`src/sv/uct_pkg.sv`:
```
// package for the utf-8 code point table transliterator
// holds payload types, controller/datapath command and status structs, and constants
// no dependencies
package uct_pkg;

   // default sizes handed to the top level parameters
   localparam int TABLE_DEPTH_DEF = 16384;
   localparam int TEXT_BYTES_DEF  = 7;

   // fixed field widths
   localparam int CODE_W       = 21;
   localparam int TEXT_FIELD_W = 56;
   localparam int ENTRY_IDX_W  = 14;
   localparam int CSR_IDX_W    = 1;
   localparam int CSR_DATA_W   = 15;
   localparam int ENTRIES_W    = 15;

   // register indexes
   localparam logic [CSR_IDX_W-1:0] CSR_ENTRIES_IN_USE = 1'd0;
   localparam logic [CSR_IDX_W-1:0] CSR_UPPER_FIRST    = 1'd1;

   // request commands
   localparam logic CMD_TEXT  = 1'b0;
   localparam logic CMD_WRITE = 1'b1;

   // utf-8 byte classes and masks
   localparam logic [7:0] ASCII_LIMIT = 8'h80;
   localparam logic [7:0] LEAD2_BASE  = 8'hC0;
   localparam logic [7:0] LEAD3_BASE  = 8'hE0;
   localparam logic [7:0] LEAD4_BASE  = 8'hF0;
   localparam logic [7:0] LEAD_LIMIT  = 8'hF8;
   localparam logic [7:0] LEAD2_MASK  = 8'h1F;
   localparam logic [7:0] LEAD3_MASK  = 8'h0F;
   localparam logic [7:0] LEAD4_MASK  = 8'h07;
   localparam logic [7:0] CONT_MASK   = 8'h3F;
   localparam logic [7:0] CASE_OFFSET = 8'd32;

   typedef struct packed {
      logic                    cmd;
      logic [7:0]              text_byte;
      logic                    end_of_text;
      logic [ENTRY_IDX_W-1:0]  entry_index;
      logic [CODE_W-1:0]       entry_code;
      logic [TEXT_FIELD_W-1:0] entry_text;
   } req_payload_type;

   typedef struct packed {
      logic [7:0] out_byte;
      logic       last_of_run;
   } rsp_payload_type;

   // controller to datapath
   typedef struct packed {
      logic take_req;
      logic fetch;
      logic compare;
      logic emit_byte;
   } dp_cmd_type;

   // datapath to controller
   typedef struct packed {
      logic search_start;
      logic hit;
      logic range_left;
      logic byte_zero;
      logic last_byte;
      logic slot_free;
   } dp_status_type;

endpackage

```
`src/sv/uct_ctrl.sv`:
```
// controller state machine for the transliterator
// sequences request intake, table probes and byte emission; uses uct_pkg
module uct_ctrl (
   input  logic                   clock,
   input  logic                   reset,
   input  logic                   req_valid,
   output logic                   req_ready,
   input  uct_pkg::dp_status_type dp_status,
   output uct_pkg::dp_cmd_type    dp_cmd
);
   import uct_pkg::*;

   localparam logic [1:0] ST_IDLE    = 2'd0;
   localparam logic [1:0] ST_FETCH   = 2'd1;
   localparam logic [1:0] ST_COMPARE = 2'd2;
   localparam logic [1:0] ST_EMIT    = 2'd3;

   logic [1:0] state_ff;
   logic [1:0] state_in;

   // handshake and commands
   assign req_ready        = (state_ff == ST_IDLE) && dp_status.slot_free;
   assign dp_cmd.take_req  = req_valid && req_ready;
   assign dp_cmd.fetch     = (state_ff == ST_FETCH);
   assign dp_cmd.compare   = (state_ff == ST_COMPARE);
   assign dp_cmd.emit_byte = (state_ff == ST_EMIT) && !dp_status.byte_zero
                             && dp_status.slot_free;

   // next state
   always_comb begin
      state_in = state_ff;
      case (state_ff)
         ST_IDLE: begin
            if (dp_cmd.take_req && dp_status.search_start) state_in = ST_FETCH;
         end
         ST_FETCH: begin
            state_in = ST_COMPARE;
         end
         ST_COMPARE: begin
            if (dp_status.hit)             state_in = ST_EMIT;
            else if (dp_status.range_left) state_in = ST_FETCH;
            else                           state_in = ST_IDLE;
         end
         ST_EMIT: begin
            // an entry whose next byte is zero ends the run
            if (dp_status.byte_zero) state_in = ST_IDLE;
         end
         default: begin
            state_in = ST_IDLE;
         end
      endcase
      if (dp_cmd.emit_byte && dp_status.last_byte) state_in = ST_IDLE;
   end

   always_ff @(posedge clock) begin
      if (reset) begin
         state_ff <= ST_IDLE;
      end else begin
         state_ff <= state_in;
      end
   end

endmodule

```
`config.mk`:
```
export PLATFORM = sky130hd
export DESIGN_NAME = uct_ctrl
export DESIGN_NICKNAME = d
export VERILOG_FILES = /design/src/sv/uct_pkg.sv /design/src/sv/uct_ctrl.sv
export SDC_FILE = /design/constraint.sdc
export NUM_CORES = 1
export LEC_CHECK = 0
export ABC_AREA = 1
export BUFFER_PORTS_ARGS = -buffer_cell sky130_fd_sc_hd__clkbuf_2
export CORE_AREA = 8 8 45 47
export CTS_CLUSTER_SIZE = 25
export DETAILED_ROUTE_END_ITERATION = 16
export DIE_AREA = 0 0 53 55
export MAX_ROUTING_LAYER = met4
export PLACE_DENSITY = 0.4
export SLEW_MARGIN = 20
export SYNTH_ARGS = -nofsm -noshare
export SYNTH_HDL_FRONTEND = slang
export SYNTH_SLANG_ARGS = --single-unit
```
`constraint.sdc`:
```
create_clock -name clock -period 2.7 [get_ports clock]
set_input_delay 0.405 -clock clock [delete_from_list [all_inputs] [get_ports clock]]
set_output_delay 0.405 -clock clock [all_outputs]
set_load 0.005 [all_outputs]
```
==> impl_metrics.yaml <==
yosys:
  syn_area_per_cell_sq_um: 5.96
  synthesis.area_sq_um: 149
  synth_area_leaders: "dfxtp_1, nand2_1, a21oi_1"
  syn_inst: 25
  synth_top_area_cell: "dfxtp_1"
  ys_warn_count: 0
  ys_types: 13
  synthesis.nets: 34
  synth_top_area_share: 0.269
  ys_seq_elements: 2
  yosysSeqAreaShare: 0.269
place:
  hpwl_um: 424
  pre_cts_ws_ns: 1.46
  port_buffers: 13
  gp_congestion: 0.673
setup_path:
  rrSetupSlack_ns: 1.74
  critPathRequiredTime_ns: 2.30
  r2r_end: "state_ff[0]$_SDFFE_PP0P_"
  critical_path_class: "reg2out"
  critPathArrivalTime_ns: 1.01
  cp_max_fo: 7
  start_kind: "register"
  reg2reg_depth: 5
  rr_startpoint: "state_ff[0]$_SDFFE_PP0P_"
  crit_path_end_kind: "primary output"
global_routing:
  grt_pass1_vias: 204
  gr-total-overflow: 0
  grt_pass1_wl_um: 814
  grt_max_degree: 8
  antenna_found_initial: 0
  gr-usage-all-layers: 0.0416
finish:
  diodes: 0
  fillers: 167
  regMostFlops: "state_ff"
  multi_input_area_sq_um: 90.1
  register_area_sq_um: 40.0
  syn_to_final_growth_pct: 72.3
  final_common_cell: "clkbuf_2"
  final_cell_mix: "clkbuf_2, nand2_1, nor2_1, a21oi_1, clkbuf_4"
  drive_gt1_frac: 0.488
  num-nets-final: 52
  top_regs: "state_ff: 2 flops"
  largest_register_ffs: 2
route:
  vias_per_cell: 3.49
  wirelength_um: 480
  firstDrtPassIters: 4
  drc: 0
  wl_per_cell_um: 8.42
  vias: 199
  drt_iter0_drc: 4
  antenna_left: 0
sta:
  drv_slew: 0
  rsz0062_at_grt: "false"
  setup_tns_ns: 0
  finClkSkew_ns: 0.000329
  fin_ws_ns: 1.29
  slew_headroom: 0.835
  fmax_mhz: 707
  fin_crit_sh: 0.524
  hold_ws_ns: 0.444
  layout_min_cycle_time_ns: 1.41
  tightest_slew_ns: 0.248
  setup_viol: 0
  hold_viol_final: 0
floorplanning:
  core-area_sq_um: 1380
  die_x_um: 53
  initial_core_util: 0.108
  die_area_sq_um: 2920
  ios: 14
  fp.dieH_um: 55
  rows: 14
min_path:
  hold_end: "state_ff[1]$_SDFFE_PP0P_"
  hp-start: "dp_status[4]"
  holdPathStages: 3
  hp-class: "in2reg"
power_and_ir_drop:
  total_power_uw: 140
  ir_drop_mv: 0.216
  p_leak_uw: 0.000135
  powerDensity_nw_per_um2: 546
clock_tree:
  cts_resized: 0
  clockBufferDepth: 2
  root_buffer: "clkbuf_4"
  cts.clk_slew.worst_paths_ns: 0.03
  cts.sinks: 2
  tritoncts: "built"
  clk_latency_ns: 0.22
  numCtsBuffers: 3
  h-tree-depth: 1
  hold_buffers: 0
  postCtsSetupRepairBufs: 0
run_status:
  status: "completed"
job:
  timing.max_cap.violations: 0
-- logic make-up after synthesis --
group           synth area share
flops                      0.269
compound gates             0.134
buf+inv                    0.126
simple gates               0.471
-- worst max path at each step --
| stage | start | end | slack, ns | cells after the start |
|---|---|---|---|---|
| 6_report | state_ff[0]$_SDFFE_PP0P_ | dp_cmd[0] | 1.29 | 3 |
| 5_1_grt | state_ff[0]$_SDFFE_PP0P_ | dp_cmd[0] | 1.17 | 3 |
| 4_1_cts | state_ff[0]$_SDFFE_PP0P_ | dp_cmd[0] | 1.26 | 3 |
| 3_5_place_dp | dp_status[2] | dp_cmd[0] | 1.46 | 5 |
| 3_3_place_gp | dp_status[2] | dp_cmd[0] | 1.46 | 5 |
| 2_1_floorplan | state_ff[0]$_SDFFE_PP0P_ | dp_cmd[3] | 1.65 | 2 |
-- where the power goes --
group	leakage (uW)	switching [uW]	internal, uW
combinational	0.000104	17.1	17.5
sequential	0.0000163	7.14	33.6
clock	0.0000138	15.6	48.9
-- critical path, stage by stage, from the launching register on --
cell and delay (ns):
dfxtp_1 0.44, nand3_2 0.12, nor2_2 0.11, clkbuf_2 0.12
-- cell type report --
cell class / count / area share
multi-input combinational: 18 / 0.351
timing repair buffer: 13 / 0.254
sequential: 2 / 0.156
clock buffer: 3 / 0.0878
tap: 16 / 0.0780
inverter: 5 / 0.0732
-- synthesized netlist by cell type --
| cell | instances |
|---|---|
| inv_1 | 2 |
| and3_1 | 1 |
| nor3_1 | 1 |
| clkinv_1 | 2 |
| nand4_1 | 1 |
| nand3_2 | 1 |
| o21ai_0 | 1 |
| dfxtp_1 | 2 |
| nand2_1 | 5 |
| nor2_1 | 3 |
| a21oi_1 | 3 |
| nor2_2 | 2 |
| inv_2 | 1 |
-- through the flow --
step | std cells | utilization | cell area (sq um)
2_1_floorplan | 25 | - | 149
3_3_place_gp | 54 | 0.169 | 234
3_5_place_dp | 54 | 0.169 | 234
4_1_cts | 57 | 0.185 | 256
5_1_grt | 57 | 0.185 | 256
6_report | 57 | 0.185 | 256
-- layer usage --
layer  vias up  share of wire  routed length (um)  GRT usage
met5         -              0                   0          -
li1        112              -                   -          -
met4         0              0                   0     0.0259
met3         0          0.096                  46     0.0348
met1        81           0.45                 217     0.0394
met2         6           0.45                 217     0.0566
Note: power is estimated with default switching activity, not from simulation.
